**src/rmu_ram.sv**
```systemverilog
// generic single-write, single-read ram with registered read data
module rmu_ram #(
  parameter int  WIDTH = 8,
  parameter int  DEPTH = 16,
  localparam int AW    = (DEPTH > 1) ? $clog2(DEPTH) : 1
) (
  input  logic             clk,
  input  logic             we,
  input  logic [AW-1:0]    waddr,
  input  logic [WIDTH-1:0] wdata,
  input  logic [AW-1:0]    raddr,
  output logic [WIDTH-1:0] rdata
);

  logic [WIDTH-1:0] mem [DEPTH];

  always_ff @(posedge clk) begin
    if (we) begin
      mem[waddr] <= wdata;
    end
    rdata <= mem[raddr];
  end

endmodule

```
**config.mk**
```make
export PLATFORM = sky130hd
export DESIGN_NAME = rmu_ram
export DESIGN_NICKNAME = d
export VERILOG_FILES = /design/src/rmu_ram.sv
export SDC_FILE = /design/constraint.sdc
export NUM_CORES = 1
export LEC_CHECK = 0
export ABC_AREA = 1
export BUFFER_PORTS_ARGS = -buffer_cell sky130_fd_sc_hd__buf_2
export CORE_MARGIN = 10
export CORE_UTILIZATION = 39
export DETAILED_ROUTE_END_ITERATION = 10
export HOLD_SLACK_MARGIN = 0.1
export PLACE_DENSITY = 0.64
export RECOVER_POWER = 100
export SETUP_SLACK_MARGIN = 0.3
export SYNTH_ARGS = -nofsm -noshare
export SYNTH_HDL_FRONTEND = slang
export SYNTH_SLANG_ARGS = --single-unit
export TNS_END_PERCENT = 10
```
**constraint.sdc**
```tcl
create_clock -name clk -period 2.2 [get_ports clk]
set_input_delay 0.22 -clock clk [delete_from_list [all_inputs] [get_ports clk]]
set_output_delay 0.22 -clock clk [all_outputs]
set_load 0.01 [all_outputs]
```
==> metrics <==
Mean Syn Cell Area=10.5 um2; CTS sink count=136; Setup Buffers After CTS=0; CP Launch Type=input port; fill count=1411; most frequent cells in the layout=nand2_1 (173), edfxtp_1 (128), inv_1 (100); Final ANT Viol Nets=0; top cell family by delay on the critical path=buffers and inverters; CTS Root Cell=clkbuf_16; Pleak=2.73 nW; core region area=about 0.015 mm2; # rows=44; critical path class=input port to flip-flop; CP Max Fanout=64; H-Tree Depth=4; critical path's largest stage delay=530 ps; Worst Hold Class=input port to flip-flop; I/O Buffers=25; Die H=142 um; vias per cell=just under 5; Critical Path Most Common Cell=nand3_1; sum of buffers and inverters on the critical path=2; Netlist Area Pre-Place=0.00577 mm2; Slew HR=31.0%; clock slew at reported path FFs=around 50 ps; clk_skew=3.94 ps; crit path DAT=1520 ps; fraction of layout instances using a drive strength above 1=5.37%; Pwr Total=5.62 mW; DIE AREA=0.0201 mm2; crit-path cells=clkbuf_1 > buf_4 > nand2_1 > nand3_1 > nand3_1 > nand3_1 > nand2_1; number of global-route vias before repair=3828; leading cell type in the layout, fill and taps excluded=nand2_1; unrepaired setup endpoints after global routing=no; DP HPWL=8390 um; die width=142 um; Final period util=55.3%; yosys warns=0; worst path required time=between 2000 and 3000 ps; I/O pins=26; final WL=between 10000 and 15000 um; Yosys cell types=12; hold_buf cts=0; Final min period=1220 ps; synthesis-to-layout area growth=12.4%; routability cong.=0.855; Least-Margin Pin Slew=1040 ps; starting density of the core=39.7%; 1st-pass router iterations=5; maxcap violations=0; wire per inst=between 15 and 20 um; Fmax=between 800 and 900 MHz; antenna diode count=0; Syn Inst Count=551; iteration-0 DRC count of the detailed router=363; Seq cells post-synth=136; Layout Nets=approximately 600; Slowest cell on crit path=buf_4; global-route wire length before repair=21000 um; final hold viol count=0; Cell Pwr Density=868 mW/mm2; Crit. End Element=flip-flop; TritonCTS buffer count=17; Syn Nets=~570; DRC Markers=0; share of the synthesized area in the top cell type=between 60% and 70%; sequential area share after synthesis=a little under 70%; pin count of the biggest net entering global routing=65; synth top area cells=edfxtp_1 (67%), nand2_1 (11%), nand3_1 (8.4%); max-slew violation count=0; GR Overflow Total=0; outcome=complete, no violations; overall routing resource usage=a little over an eighth; initial antenna violation count=0; TritonCTS clock tree=built; largest area contributor in the netlist=edfxtp_1; maximum VDD drop=0.648 mV; final setup vio count=0; Clock Latency Late Sink=about 420 ps; Max Root-Sink Buffers=2; DR vias=3784; setup TNS=0 ps; CTS resizes=0
[final timing paths]
path | from | endpoint | slack, ps | cells past startpoint
max reg2reg | mem[13][3] | rdata[3] | 1170 | 6
max | raddr[0] | rdata[3] | 980 | 7
min | raddr[3] | rdata[2] | 160 | 3
min reg2reg | mem[14][4] | rdata[4] | 660 | 6
[layout make-up]
type / count / area, um2 / area share [%]
clock buffers: 25 / 455 / 7.03
clock inverters: 7 / 28.8 / 0.444
inverters: 102 / 383 / 5.91
multi-input cells: 289 / 1210 / 18.7
flip-flops and latches: 136 / 4000 / 61.8
well taps: 184 / 230 / 3.55
repair buffers: 37 / 165 / 2.55
[cell usage after synthesis, drive strengths merged]
master and count:
nand3b 2, edfxtp 128, inv 102, nand3 97, dfxtp 8, buf 24
nor2 17, nand2 173
[worst register-to-register path, delay by kind of cell (launching register included)]
| kind | cells | cell delay, ps |
|---|---|---|
| flip-flops | 1 | 350 |
| buffers and inverters | 1 | 60 |
| AND/OR/NAND/NOR | 5 | 510 |
[report_power, final]
group | total (mW) | switching (mW) | internal, mW | leakage [nW]
logic | 0.339 | 0.251 | 0.0876 | 1.27
registers | 2.93 | 0.0244 | 2.90 | 1.22
clock network | 2.36 | 0.946 | 1.41 | 0.235
[flip-flops by register name (all words and copies together) (netlist names)]
| signal | flops |
|---|---|
| mem | 128 |
| rdata | 8 |
[stage by stage]
stage,hold WS [ps],setup slack (ps),cells,util (%),area [um2]
after CTS,140,996,780,44.9,6530
after global placement,600,625,748,41.6,6050
final,156,984,780,44.6,6480
after floorplan,319,1030,551,-,5770
after global routing,170,867,780,44.6,6480
after detailed placement,583,609,748,41.6,6050
[metal layers]
| metal | track usage (%) | vias to the layer above | wire length (um) |
|---|---|---|---|
| li1 | - | 1837 | - |
| met1 | 17.9 | 1807 | 5960 |
| met2 | 21.4 | 122 | 6280 |
| met3 | 3.10 | 18 | 768 |
| met4 | 5.97 | 0 | 227 |
| met5 | 0 | - | 0 |
[kinds of logic (layout without fill, tap and decap cells)]
group	count (synthesis)	after routing	synth area share [%]
flip-flops	136	136	69.4
buffers and inverters	126	171	9.52
AND/OR/NAND/NOR	289	289	21.0
(Power assumes the default switching activity.)
